### src/vtkey_pkg.sv
`timescale 1ns / 1ps

package vtkey_pkg;

  // One received transaction: either a timer tick or a terminal byte.
  typedef struct packed {
    logic       is_tick;
    logic [7:0] data_byte;
  } item_t;

  // One decoded key.
  typedef struct packed {
    logic [3:0] key_code;
    logic [7:0] byte_value;
    logic       last;
  } key_t;

  localparam logic [7:0] ESC_BYTE     = 8'h1B;
  localparam logic [7:0] INTRO_CSI    = 8'h5B;  // '['
  localparam logic [7:0] INTRO_SS3    = 8'h4F;  // 'O'

  localparam logic [9:0] TIMEOUT_RESET = 10'd100;
  localparam logic [9:0] WAIT_MAX      = 10'h3FF;

  localparam logic [3:0] KC_PLAIN  = 4'd0;
  localparam logic [3:0] KC_ESCAPE = 4'd1;
  localparam logic [3:0] KC_UP     = 4'd2;
  localparam logic [3:0] KC_DOWN   = 4'd3;
  localparam logic [3:0] KC_RIGHT  = 4'd4;
  localparam logic [3:0] KC_LEFT   = 4'd5;
  localparam logic [3:0] KC_HOME   = 4'd6;
  localparam logic [3:0] KC_END    = 4'd7;
  localparam logic [3:0] KC_INSERT = 4'd8;
  localparam logic [3:0] KC_F1     = 4'd9;
  localparam logic [3:0] KC_F2     = 4'd10;
  localparam logic [3:0] KC_F3     = 4'd11;
  localparam logic [3:0] KC_F4     = 4'd12;

  // Final byte after '['; KC_PLAIN means the byte is not a known final.
  function automatic logic [3:0] csi_final(input logic [7:0] b);
    logic [3:0] code;
    begin
      case (b)
        8'h41:   code = KC_UP;      // 'A'
        8'h42:   code = KC_DOWN;    // 'B'
        8'h43:   code = KC_RIGHT;   // 'C'
        8'h44:   code = KC_LEFT;    // 'D'
        8'h48:   code = KC_HOME;    // 'H'
        8'h4B:   code = KC_END;     // 'K'
        8'h40:   code = KC_INSERT;  // '@'
        default: code = KC_PLAIN;
      endcase
      return code;
    end
  endfunction

  // Final byte after 'O'.
  function automatic logic [3:0] ss3_final(input logic [7:0] b);
    logic [3:0] code;
    begin
      case (b)
        8'h50:   code = KC_F1;  // 'P'
        8'h51:   code = KC_F2;  // 'Q'
        8'h52:   code = KC_F3;  // 'R'
        8'h53:   code = KC_F4;  // 'S'
        default: code = KC_PLAIN;
      endcase
      return code;
    end
  endfunction

  // Builds a key; the byte value is only carried for plain bytes.
  function automatic key_t make_key(input logic [3:0] code, input logic [7:0] value,
                                    input logic fin);
    key_t k;
    begin
      k.key_code   = code;
      k.byte_value = (code == KC_PLAIN) ? value : 8'h00;
      k.last       = fin;
      return k;
    end
  endfunction

endpackage

### src/vt_escape_key_decoder_core.sv
`timescale 1ns / 1ps

// Terminal escape-sequence key decoder.
//
// Input channel (item_valid / item_stall / item): each transaction is either
// one received byte or one timer tick. Output channel (key_valid / key_stall /
// key): each transaction is one decoded key; key.last marks the final key
// produced by an input transaction. An input may produce zero, one, two or
// three keys.
// Configuration: cfg_write loads cfg_data into the timeout register (ticks to
// wait for each next byte of a sequence). Write only while the block is idle.
//
// The input is registered in the input register; its keys are then written
// into the result queue, whose head entry is shown on the output.
// Throughput is one input per cycle for inputs that give at most one key,
// while the receiver does not stall; an input giving two or three keys
// occupies the four-entry result queue, and the input register holds further
// input until the queue has drained to at most one entry.
// When the receiver stalls, the queue keeps the current key steady and fills;
// the input side then stalls in turn.
// Reset (synchronous, rst high) empties the input register and the queue,
// returns the decoder to idle and loads the timeout with 100 ticks.
module vt_escape_key_decoder_core (
  input  logic                clk,
  input  logic                rst,
  input  logic                item_valid,
  output logic                item_stall,
  input  vtkey_pkg::item_t    item,
  output logic                key_valid,
  input  logic                key_stall,
  output vtkey_pkg::key_t     key,
  input  logic                cfg_write,
  input  logic [9:0]          cfg_data
);

  typedef enum logic [1:0] {
    PH_IDLE,
    PH_INTRO,
    PH_FINAL
  } phase_t;

  // Configuration.
  logic [9:0] timeout_ticks;

  // Input register.
  logic             s1_valid;
  vtkey_pkg::item_t s1_item;
  logic             s1_move;
  logic             accept;

  // Decoder state.
  phase_t     phase, phase_next;
  logic       intro_is_o, intro_is_o_next;
  logic [9:0] wait_count, wait_count_next;

  // Keys produced by the item in the input register.
  vtkey_pkg::key_t res [3];
  logic [1:0]      res_n;

  // Result queue: entry 0 is the head shown on the output.
  vtkey_pkg::key_t q [4];
  logic [2:0]      cnt;
  logic            pop;
  logic [2:0]      base;
  logic [1:0]      push_n;

  // The input register hands its item over once the queue has room for
  // the worst case of three keys, without looking at the output stall.
  assign s1_move    = s1_valid && (cnt <= 3'd1);
  assign item_stall = s1_valid && !s1_move;
  assign accept     = item_valid && !item_stall;

  assign key_valid = (cnt != 3'd0);
  assign key       = q[0];
  assign pop       = key_valid && !key_stall;
  assign base      = cnt - {2'b00, pop};
  assign push_n    = s1_move ? res_n : 2'd0;

  // Sequence decoding of the registered item.
  always_comb begin
    logic [9:0] wc_inc;
    logic [3:0] fcode;
    logic [7:0] b;
    b               = s1_item.data_byte;
    wc_inc          = (wait_count == vtkey_pkg::WAIT_MAX) ? wait_count : wait_count + 10'd1;
    fcode           = intro_is_o ? vtkey_pkg::ss3_final(b) : vtkey_pkg::csi_final(b);
    phase_next      = phase;
    intro_is_o_next = intro_is_o;
    wait_count_next = wait_count;
    res_n           = 2'd0;
    res[0]          = vtkey_pkg::make_key(vtkey_pkg::KC_PLAIN, b, 1'b1);
    res[1]          = vtkey_pkg::make_key(vtkey_pkg::KC_PLAIN, b, 1'b1);
    res[2]          = vtkey_pkg::make_key(vtkey_pkg::KC_PLAIN, b, 1'b1);
    case (phase)
      PH_INTRO, PH_FINAL: begin
        if (s1_item.is_tick) begin
          // Each tick counts towards the timeout; on expiry only ESC is sent.
          if (wc_inc >= timeout_ticks) begin
            phase_next      = PH_IDLE;
            wait_count_next = 10'd0;
            res[0]          = vtkey_pkg::make_key(vtkey_pkg::KC_ESCAPE, 8'h00, 1'b1);
            res_n           = 2'd1;
          end else begin
            wait_count_next = wc_inc;
          end
        end else if (phase == PH_INTRO) begin
          wait_count_next = 10'd0;
          if (b == vtkey_pkg::INTRO_CSI || b == vtkey_pkg::INTRO_SS3) begin
            phase_next      = PH_FINAL;
            intro_is_o_next = (b == vtkey_pkg::INTRO_SS3);
          end else begin
            phase_next = PH_IDLE;
            res[0]     = vtkey_pkg::make_key(vtkey_pkg::KC_ESCAPE, 8'h00, 1'b0);
            res[1]     = vtkey_pkg::make_key(vtkey_pkg::KC_PLAIN, b, 1'b1);
            res_n      = 2'd2;
          end
        end else begin
          phase_next      = PH_IDLE;
          wait_count_next = 10'd0;
          if (fcode != vtkey_pkg::KC_PLAIN) begin
            res[0] = vtkey_pkg::make_key(fcode, 8'h00, 1'b1);
            res_n  = 2'd1;
          end else begin
            // Unknown final: replay ESC, the introducer and the byte.
            res[0] = vtkey_pkg::make_key(vtkey_pkg::KC_ESCAPE, 8'h00, 1'b0);
            res[1] = vtkey_pkg::make_key(vtkey_pkg::KC_PLAIN,
                       intro_is_o ? vtkey_pkg::INTRO_SS3 : vtkey_pkg::INTRO_CSI, 1'b0);
            res[2] = vtkey_pkg::make_key(vtkey_pkg::KC_PLAIN, b, 1'b1);
            res_n  = 2'd3;
          end
        end
      end
      default: begin
        // Idle: ticks are ignored, ESC opens a sequence, anything else
        // passes straight through.
        phase_next = PH_IDLE;
        if (!s1_item.is_tick) begin
          if (b == vtkey_pkg::ESC_BYTE) begin
            phase_next      = PH_INTRO;
            wait_count_next = 10'd0;
          end else begin
            res_n = 2'd1;
          end
        end
      end
    endcase
  end

  always_ff @(posedge clk) begin
    if (rst) begin
      timeout_ticks <= vtkey_pkg::TIMEOUT_RESET;
      s1_valid      <= 1'b0;
      phase         <= PH_IDLE;
      intro_is_o    <= 1'b0;
      wait_count    <= 10'd0;
      cnt           <= 3'd0;
    end else begin
      if (cfg_write) begin
        timeout_ticks <= cfg_data;
      end
      s1_valid <= accept || (s1_valid && !s1_move);
      if (s1_move) begin
        phase      <= phase_next;
        intro_is_o <= intro_is_o_next;
        wait_count <= wait_count_next;
      end
      cnt <= base + {1'b0, push_n};
    end
  end

  // Payload registers: input item and queue entries.
  always_ff @(posedge clk) begin
    if (accept) begin
      s1_item <= item;
    end
    for (int i = 0; i < 4; i++) begin
      logic [2:0] rel;
      rel = 3'(i) - base;
      if ((3'(i) >= base) && (rel < {1'b0, push_n})) begin
        q[i] <= res[rel[1:0]];
      end else if (pop && (i < 3)) begin
        q[i] <= q[(i + 1) % 4];
      end
    end
  end

endmodule
### config.mk
export PLATFORM = sky130hd
export DESIGN_NAME = vt_escape_key_decoder_core
export DESIGN_NICKNAME = d
export VERILOG_FILES = /design/src/vtkey_pkg.sv /design/src/vt_escape_key_decoder_core.sv
export SDC_FILE = /design/constraint.sdc
export NUM_CORES = 1
export LEC_CHECK = 0
export BUFFER_PORTS_ARGS = -buffer_cell sky130_fd_sc_hd__buf_2
export CAP_MARGIN = 20
export CORE_ASPECT_RATIO = 1.25
export CORE_MARGIN = 3
export CORE_UTILIZATION = 38
export DETAILED_ROUTE_END_ITERATION = 7
export PLACE_DENSITY = 0.67
export SKIP_LAST_GASP = 1
export SLEW_MARGIN = 20
export SYNTH_ARGS = -nofsm -noshare
export SYNTH_HDL_FRONTEND = slang
export SYNTH_SLANG_ARGS = --single-unit
### constraint.sdc
create_clock -name clk -period 10.5 [get_ports clk]
set_clock_uncertainty 0.1 [all_clocks]
set_input_delay 1.575 -clock clk [delete_from_list [all_inputs] [get_ports clk]]
set_output_delay 1.575 -clock clk [all_outputs]
set_load 0.01 [all_outputs]
==> results_dict.tcl, run 1 <==
set metrics [dict create \
    design.die.area_um2 15100 \
    yosysWarnings 0 \
    hold_viol 0 \
    fp-row-count 47 \
    wl_mm 13.0 \
    maxSlewViolCount 0 \
    synth.top_cell.area_share_pct 35.2 \
    slew_headroom_pct 30.4 \
    outcome "finished clean" \
    hold_depth 2 \
    cts_tree "built" \
    die_x_um 111 \
    cts_buffers 9 \
    hold_class "flip-flop to flip-flop" \
    crit_chain "buf_2, or2_2, inv_1, ha_1, ha_1, inv_1, ha_1, clkinv_1, ha_1, a2111o_1, and2_1, or2_2, o21ai_0" \
    critPathArrivalTime_ns 5.77 \
    synth_cells 532 \
    routed_via_density 5.86 \
    place_congestion 0.939 \
    synth.distinct_cells 63 \
    dp_hpwl_mm 9.66 \
    worst_pin_slew_ns 1.04 \
    overflow 0 \
    avgSynthCellArea_um2 9.77 \
    grt_pass1_wl_mm 20.6 \
    yosysMostFrequentCell "edfxtp_1" \
    max_clock_freq_mhz 176 \
    synthFlopType "edfxtp_1" \
    synth_edf_count 61 \
    power.leakage_nw 2.16 \
    drt_first_pass_iters 6 \
    p_per_area_nw_per_um2 319 \
    endpoint_kind "flip-flop" \
    wl_per_cell_um 17.8 \
    synth-seq-area-share_pct 45.6 \
    worstPathRequired_ns 10.59 \
    die_y_um 137 \
    r2r_end "q[0][11]" \
    antenna_cells 0 \
    grt.total_usage_pct 17.2 \
    synth_common_cells "edfxtp_1 (61), nand2_1 (56), a21oi_1 (36), inv_1 (30), nor2_1 (29)" \
    setup_viol 0 \
    maxCapViolCount 0 \
    port_buffers 38 \
    clock_sinks 88 \
    rr_startpoint "cnt[2]" \
    finalCriticalPeriod_ns 5.69 \
    cts_setup_buffers 0 \
    startpoint_type "primary input" \
    synth_top_area_cell "edfxtp_1" \
    yosys-top-cells-area "edfxtp_1 (35%), dfxtp_1 (10%), ha_1 (6.5%), nand2_1 (4.0%), a21oi_1 (3.5%)" \
    area.growth.synth_to_final_pct 11.6 \
    drt_iter0_markers 384 \
    initial_core_util_pct 39.1 \
    crit_top_cell "ha_1" \
    cts_hold_buf 0 \
    async_flop_share_pct 0 \
    clkLatencyLatePin_ns 0.34 \
    drc_errors 0 \
    htree_levels 3 \
    ant_nets 0 \
    total_power_w 0.00185 \
    core_area_um2 13300 \
    fin_setup_tns_ns 0 \
    max_stage_delay_ns 0.52 \
    final_nets 606 \
    path_class "primary input to flip-flop" \
    drive_gt1_share_pct 14.6 \
    ctsRootBufferMaster "clkbuf_16" \
    grt_pass1_vias 4132 \
    slowest_stage "ha_1" \
    synth_fp_nets 583 \
    hp-start "phase[0]" \
    ir_worst_vdd_mv 0.158 \
    antenna_found_initial 0 \
    clkTransAtPathRegs_ns 0.07 \
    r2r_setup_slack_ns 5.40 \
    ys_ff_latch 88 \
    ioPinCount 39 \
    min_to "phase[0]" \
    vias 4286 \
    netlist_area_um2 5200 \
    cp_max_fo 19 \
    r2r_cells 13 \
    rsz0062_at_grt "false" \
    grt_max_degree 32 \
    post_cts_resized 0 \
    post-route-period-util_pct 54.2 \
    clockBufferDepth 2 \
]
-- power by group --
group          leakage (nW)  switching (W)  internal (W)  total [W]
sequential            0.799      0.0000475      0.000590   0.000637
combinational          1.22       0.000553      0.000335   0.000888
clock                 0.150       0.000140      0.000188   0.000328
-- cell type report --
cell class                      count  area, um2
Fill cell                        1298       7490
Clock inverter                      6       72.6
Clock buffer                       10        229
Multi-Input combinational cell    383       2580
Inverter                           31        116
Timing Repair Buffer               42        220
Tap cell                          171        214
Sequential cell                    88       2370
-- cells in the final DEF (no fill, tap or decap), types with 5 or more instances in the layout --
master,synthesis,layout
nand2_1,56,56
nor3b_1,5,5
xnor2_1,8,8
edfxtp_1,61,61
dfxtp_1,27,27
o32ai_1,6,6
nand4_1,5,5
a211oi_1,8,8
ha_1,27,27
and3_1,5,5
and2_1,6,6
nand3_1,24,24
nor2_1,29,29
nor2b_1,6,6
inv_1,30,30
mux2_2,7,7
o21ai_0,24,24
mux2i_1,8,8
a21oi_1,36,36
o31ai_1,14,14
a31oi_1,9,9
nor3_1,20,20
nand2b_1,5,5
mux2_4,10,10
buf_2,3,38
clkbuf_16,0,9
-- worst max-delay path by stage --
stage	depth (start not counted)	end	slack, ns	start
after CTS	13	q[0][11]	4.92	key_stall
after detailed placement	13	q[0][11]	4.55	key_stall
final	13	q[0][11]	4.81	key_stall
after global routing	13	q[0][5]	4.49	key_stall
after global placement	13	q[0][12]	4.77	key_stall
after floorplan	15	q[0][12]	5.22	key_stall
-- through the flow --
step	util (%)	std cells	instance area, um2	hold WS [ns]	worst slack (ns)
final	43.7	731	5800	0.382	4.81
after detailed placement	41.4	715	5500	0.371	4.55
after global routing	43.7	731	5800	0.425	4.49
after global placement	41.4	715	5500	0.365	4.77
after floorplan	-	532	5200	0.354	5.22
after CTS	43.7	731	5800	0.380	4.92
-- critical path, delay by kind of cell --
kind,cells,cell delay [ns]
AO/OA/AOI/OAI,2,0.61
buffers and inverters,4,0.85
AND/OR/NAND/NOR,3,1.15
adder cells (fa/ha/maj),4,1.55
-- sequential cells by signal, indices dropped and copies added (netlist names) --
register       count
q                 52
timeout_ticks     10
wait_count        10
s1_item            9
cnt                3
phase              2
intro_is_o         1
s1_valid           1
-- layer usage --
layer	vias to the layer above	wire length [um]	track usage, %
met1	2025	5060	19.4
li1	2030	-	-
met2	186	6510	30.2
met4	0	516	8.97
met3	45	913	4.38
met5	-	0	0
-- logic make-up after synthesis --
| family | Yosys count | synth area share, % |
|---|---|---|
| AND/OR/NAND/NOR | 182 | 17.2 |
| AO/OA/AOI/OAI | 137 | 17.9 |
| flip-flops | 88 | 45.6 |
| XOR/XNOR | 11 | 1.85 |
| adder cells (fa/ha/maj) | 28 | 6.69 |
| buffers and inverters | 61 | 4.81 |
| multiplexers | 25 | 5.94 |
No activity file was read; power rests on OpenSTA's default activity.
==> run 2, diff against run 1 <==
--- a/config.mk
+++ b/config.mk
@@ -5,13 +5,14 @@
 export SDC_FILE = /design/constraint.sdc
 export NUM_CORES = 1
 export LEC_CHECK = 0
+export ABC_AREA = 1
 export BUFFER_PORTS_ARGS = -buffer_cell sky130_fd_sc_hd__buf_2
 export CAP_MARGIN = 20
 export CORE_ASPECT_RATIO = 1.25
 export CORE_MARGIN = 3
 export CORE_UTILIZATION = 38
 export DETAILED_ROUTE_END_ITERATION = 7
-export PLACE_DENSITY = 0.67
+export PLACE_DENSITY = 0.66
 export SKIP_LAST_GASP = 1
 export SLEW_MARGIN = 20
 export SYNTH_ARGS = -nofsm -noshare
==> constraint.sdc (replaced) <==
create_clock -name clk -period 5.9 [get_ports clk]
set_clock_uncertainty 0.1 [all_clocks]
set_input_delay 0.885 -clock clk [delete_from_list [all_inputs] [get_ports clk]]
set_output_delay 0.885 -clock clk [all_outputs]
set_load 0.01 [all_outputs]
==> run 2 against run 1 <==
Effect of this change:
- clock power is 95% higher
- global-route usage fell by 1.5 points
- wire length down 7.7%
- combinational power rose by 110%
- worst hold slack got worse by 0.019 ns
- utilization up 0.18 points
- sequential cell count did not move
- design area is 5.7% higher
==> results_dict.tcl, run 2 <==
set metrics [dict create \
    outcome "finished clean" \
    slew_headroom_pct 25.3 \
    startpoint_type "primary input" \
    async_flop_share_pct 0 \
    htree_levels 3 \
    final_nets 766 \
    hp-start "phase[1]" \
    synth_cells 687 \
    yosysMostFrequentCell "nand2_1" \
    synth_top_area_cell "edfxtp_1" \
    min_to "phase[1]" \
    yosysWarnings 0 \
    rr_startpoint "cnt[2]" \
    ir_worst_vdd_mv 0.347 \
    fp-row-count 48 \
    fillers 1377 \
    synth.distinct_cells 46 \
    cts_buffers 9 \
    grt_max_degree 38 \
    worstPathRequired_ns 6.01 \
    setup_viol 0 \
    cp_max_fo 28 \
    die_y_um 140 \
    design.die.area_um2 15900 \
    power.leakage_nw 2.69 \
    fin_setup_tns_ns 0 \
    vias 4492 \
    synthFlopType "edfxtp_1" \
    largest_reg_flops 52 \
    gr-usage-met3_pct 2.81 \
    dp_hpwl_mm 9.13 \
    cts_hold_buf 0 \
    drive_gt1_share_pct 14.2 \
    grt_pass1_vias 4200 \
    worst_pin_slew_ns 1.12 \
    post_cts_resized 0 \
    core_area_um2 14000 \
    antenna_found_initial 0 \
    cts_setup_buffers 0 \
    synth_edf_count 61 \
    max_clock_freq_mhz 209 \
    preCtsSetupSlack_ns 0.759 \
    endpoint_kind "flip-flop" \
    ctsRootBufferMaster "clkbuf_16" \
    synth.top_cell.area_share_pct 33.4 \
    netlist_area_um2 5490 \
    top_register "q" \
    maxCapViolCount 0 \
    largest_registers "q x52, timeout_ticks x10, wait_count x10" \
    hold_viol 0 \
    routed_via_density 5.02 \
    antenna_cells 0 \
    synth-seq-area-share_pct 43.2 \
    finalCriticalPeriod_ns 4.79 \
    wl_per_cell_um 13.4 \
    wl_mm 12.0 \
    path_class "primary input to flip-flop" \
    drc_errors 0 \
    cts_tree "built" \
    p_per_area_nw_per_um2 594 \
    rsz0062_at_grt "false" \
    die_x_um 113 \
    multiInputGateArea_um2 2720 \
    overflow 0 \
    clkLatencyLatePin_ns 0.35 \
    r2r_end "q[0][10]" \
    grt_pass1_wl_mm 20.3 \
    yosys-top-cells-area "edfxtp_1 (33%), nand2_1 (15%), dfxtp_1 (9.9%), ha_1 (6.2%), nand3_1 (4.3%)" \
    final_cell_mix "nand2_1 (213), inv_1 (62), edfxtp_1 (61), nor2_1 (48), nand3_1 (47)" \
    ys_ff_latch 88 \
    drt_iter0_markers 286 \
    drt_first_pass_iters 5 \
    clock_sinks 88 \
    r2r_cells 17 \
    clkTransAtPathRegs_ns 0.06 \
    avgSynthCellArea_um2 7.98 \
    critPathArrivalTime_ns 4.90 \
    r2r_setup_slack_ns 1.11 \
    ioPinCount 39 \
    synth_fp_nets 738 \
    place_congestion 0.923 \
    hold_class "flip-flop to flip-flop" \
    synth_common_cells "nand2_1 (213), inv_1 (62), edfxtp_1 (61), nor2_1 (48), nand3_1 (47)" \
    ant_nets 0 \
    area.growth.synth_to_final_pct 11.8 \
    seq_area_um2 2370 \
    maxSlewViolCount 0 \
    grt_use_met2_pct 26.9 \
    initial_core_util_pct 39.2 \
    use_met1_pct 20.1 \
    hold_depth 2 \
    layout_commonest_cell "nand2_1" \
    grt.busiest_layer "met2" \
    port_buffers 38 \
    clockBufferDepth 2 \
    post-route-period-util_pct 81.2 \
    grt.total_usage_pct 15.7 \
    fin_ws_ns 1.11 \
]
run 2: cell types whose count changed after synthesis, sizes merged, moves of 7 or more:
cell and change:
o21ai +24, nor2 +25, nor3 -17, mux2i -7
a21oi +9, mux2 -17, inv +36, o31ai -10
nand3 +34, nand2 +169, clkbuf -9
run 2: how the worst max path moves through the flow:
stage | startpoint | to | cells past startpoint
after floorplan | key_stall | q[0][11] | 16
final | key_stall | q[0][10] | 17
after global placement | key_stall | q[0][10] | 17
after detailed placement | key_stall | q[0][10] | 17
after CTS | wait_count[0] | q[0][10] | 20
after global routing | wait_count[0] | q[0][1] | 21
run 2: cells by family after synthesis:
| family | share of synthesized area [%] |
|---|---|
| AND/OR/NAND/NOR | 29.9 |
| AO/OA/AOI/OAI | 12.4 |
| buffers and inverters | 7.32 |
| flip-flops | 43.2 |
| adder cells (fa/ha/maj) | 6.16 |
| XOR/XNOR | 0.799 |
| multiplexers | 0.182 |
run 2: power by group:
part,internal [W],leakage [nW],switching [W]
clock network,0.000393,0.170,0.000247
logic,0.000578,1.72,0.00127
registers,0.00108,0.800,0.0000703
run 2: metal layers:
metal,vias to the layer above,part of all wire (%),routed length (um)
li1,2363,-,-
met2,126,50,6030
met1,1985,42,5080
met5,-,0,0
met3,18,5.5,660
met4,0,1.9,231
run 2: cell type report:
class	count	share of cell area [%]
timing repair buffer	44	3.83
clock buffer	12	4.71
tap	175	3.57
multi-input combinational	505	44.3
sequential	88	38.7
clock inverter	4	0.836
inverter	67	4.10
run 2: critical path: stages:
cell	delay [ns]
buf_2	0.08
a21oi_2	0.03
buf_4	0.21
ha_1	0.20
ha_1	0.27
buf_4	0.24
clkinv_1	0.09
buf_4	0.22
ha_1	0.60
inv_1	0.10
buf_4	0.25
ha_1	0.30
a2111o_1	0.44
nand2_1	0.11
inv_1	0.26
nor2_1	0.39
a32o_1	0.22
run 2: through the flow:
step / power [W] / utilization [%] / instances / area (um2) / hold slack, ns
2_1_floorplan: 0.00261 / - / 687 / 5490 / 0.339
5_1_grt: 0.00396 / 43.8 / 895 / 6130 / 0.387
6_report: 0.00364 / 43.8 / 895 / 6130 / 0.363
3_3_place_gp: 0.00299 / 41.4 / 879 / 5790 / 0.352
4_1_cts: 0.00366 / 43.8 / 895 / 6130 / 0.364
3_5_place_dp: 0.00301 / 41.4 / 879 / 5790 / 0.354
==> run 3, diff against run 2 <==
==> constraint.sdc (replaced) <==
create_clock -name clk -period 4.55 [get_ports clk]
set_clock_uncertainty 0.1 [all_clocks]
set_input_delay 0.6825 -clock clk [delete_from_list [all_inputs] [get_ports clk]]
set_output_delay 0.6825 -clock clk [all_outputs]
set_load 0.01 [all_outputs]
==> run 3 against run 2 <==
Effect of this change:
- critical path depth rose by 4
- non-clock buffer count rose by 5
- first-iteration DRC count fell by 10%
- count of clock-buffer cells in the layout did not move
- via count rose by 0.62%
- design area rose by 0.49%
- wire length rose by 0.25%
- utilization rose by 0.21 points
- combinational power rose by 34%
- largest power group unchanged
==> results_dict.tcl, run 3 (synthesis results as in run 2) <==
set metrics [dict create \
    r2r_end "q[0][1]" \
    drc_errors 0 \
    clkLatencyLatePin_ns 0.34 \
    final_cells 900 \
    largest_registers "q x52, timeout_ticks x10, wait_count x10" \
    crit_path_start "wait_count[1]" \
    rsz0062_at_grt "false" \
    worst_hold_slack_ns 0.358 \
    grt.total_usage_pct 15.7 \
    hold_viol 0 \
    p_clk_share_pct 16.1 \
    switching_share_pct 44.2 \
    internal-power_w 0.00264 \
    htree_levels 3 \
    hold_depth 2 \
    area.growth.synth_to_final_pct 12.4 \
    die_y_um 140 \
    maxSlewViolCount 0 \
    outcome "finished clean" \
    max_clock_freq_mhz 242 \
    clkTransAtPathRegs_ns 0.07 \
    cp_max_fo 15 \
    fin_ws_ns 0.420 \
    combPwrFrac_pct 52.5 \
    drive_gt1_share_pct 15.0 \
    max_stage_delay_ns 0.41 \
    ioPinCount 39 \
    wl_per_cell_um 13.4 \
    final_util_pct 44.1 \
    post-route-period-util_pct 90.8 \
    fp-row-count 48 \
    worstPathRequired_ns 4.54 \
    slew_headroom_pct 43.3 \
    power_frac_seq_pct 31.4 \
    largest_reg_flops 52 \
    rr_startpoint "wait_count[1]" \
    dp_hpwl_mm 9.06 \
    die_x_um 113 \
    dp.cells 884 \
    drt_iter0_markers 257 \
    antenna_found_initial 0 \
    r2r_cells 21 \
    hp-start "phase[1]" \
    worstPathBufferInverterCount 5 \
    endpoint_kind "flip-flop" \
    startpoint_type "flip-flop" \
    setup_viol 0 \
    preCtsSetupSlack_ns 0.273 \
    critPathArrivalTime_ns 4.12 \
    path_class "flip-flop to flip-flop" \
    crit_chain "ha_1, nand2_1, nor4_4, buf_4, nand4_1, nand2_1, ha_1, inv_1, nor3_1, o211ai_1, nand4_1, nor2_1, o21ai_2, ha_1, inv_1, a2111o_1, nand2_1, inv_1, buf_4, a31oi_1, o21ai_0" \
    design.die.area_um2 15900 \
    ctsRootBufferMaster "clkbuf_16" \
    port_buffers 38 \
    maxCapViolCount 0 \
    finalCriticalPeriod_ns 4.13 \
    clockBufferDepth 2 \
    final_cell_mix "nand2_1 (213), inv_1 (62), edfxtp_1 (61), nor2_1 (48), nand3_1 (46)" \
    path_delay_family "simple AND/OR/NAND/NOR gates" \
    ant_nets 0 \
    grt_pass1_vias 4321 \
    slowest_stage "a2111o_1" \
    worst_pin_slew_ns 0.848 \
    grt_max_degree 37 \
    cts_buffers 9 \
    power.leakage_nw 2.72 \
    top_register "q" \
    wl_mm 12.0 \
    p_per_area_nw_per_um2 766 \
    min_to "phase[1]" \
    final_nets 771 \
    routed_via_density 5.02 \
    place_congestion 0.897 \
    fin_setup_tns_ns 0 \
    fillers 1402 \
    vias 4520 \
    cts_tree "built" \
    core_area_um2 14000 \
    ir_worst_vdd_mv 0.348 \
    r2r_setup_slack_ns 0.42 \
    hold_class "flip-flop to flip-flop" \
    initial_core_util_pct 39.2 \
    p_switching_w 0.00209 \
    drt_first_pass_iters 4 \
    layout_commonest_cell "nand2_1" \
    antenna_cells 0 \
    grt_pass1_wl_mm 20.4 \
    overflow 0 \
    clock_sinks 88 \
]
==> run 3: timing repair <==
| item | CTS | global route |
|---|---|---|
| endpoints found under the setup margin | 0 | 39 |
| hold buffers | 0 | 0 |
| setup buffers | 0 | 0 |
| gates resized for setup | 0 | 7 |
| hold endpoints to repair | 0 | 0 |
==> run 3: area by class of cell <==
class	count	area, um2	area share (%)
Multi-Input combinational cell	505	2740	44.4
Tap cell	175	219	3.55
Inverter	67	251	4.08
Timing Repair Buffer	49	273	4.42
Clock inverter	4	32.5	0.528
Sequential cell	88	2370	38.5
Clock buffer	12	279	4.53
==> run 3: per-layer routing <==
metal / GRT usage (%) / routed length [um]
met2: 27.1 / 6100
met1: 19.2 / 5090
met3: 2.51 / 521
met4: 6.77 / 324
met5: 0 / 0
==> run 3: worst max-delay path by stage <==
stage	slack, ns	to	depth (start not counted)
after global routing	0.05	q[0][4]	21
after floorplan	0.08	q[0][11]	16
after global placement	0.41	q[0][4]	21
after CTS	0.19	q[0][1]	21
final	0.42	q[0][1]	21
after detailed placement	0.27	q[0][1]	21
==> run 3: worst reg2reg max path, cell delays in order (launching register included) <==
cell and delay [ns]:
dfxtp_1 0.39, ha_1 0.19, nand2_1 0.13, nor4_4 0.20, buf_4 0.19, nand4_1 0.21, nand2_1 0.18, ha_1 0.15
inv_1 0.05, nor3_1 0.22, o211ai_1 0.13, nand4_1 0.12, nor2_1 0.08, o21ai_2 0.16, ha_1 0.19, inv_1 0.08
a2111o_1 0.41, nand2_1 0.13, inv_1 0.12, buf_4 0.21, a31oi_1 0.14, o21ai_0 0.09
==> run 3: power groups by stage <==
stage	clock network (W)	registers (W)	logic, W
2_1_floorplan	0	0.00151	0.00187
3_3_place_gp	0	0.00150	0.00244
3_5_place_dp	0	0.00151	0.00248
4_1_cts	0.000772	0.00149	0.00249
5_1_grt	0.000808	0.00151	0.00284
6_report	0.000760	0.00148	0.00248
==> run 3: per-stage QoR <==
| stage | power, W | instance area, um2 |
|---|---|---|
| global placement | 0.00394 | 5830 |
| detailed placement | 0.00398 | 5830 |
| CTS | 0.00475 | 6140 |
| global route | 0.00516 | 6160 |
| finish | 0.00472 | 6160 |
| floorplan | 0.00338 | 5490 |
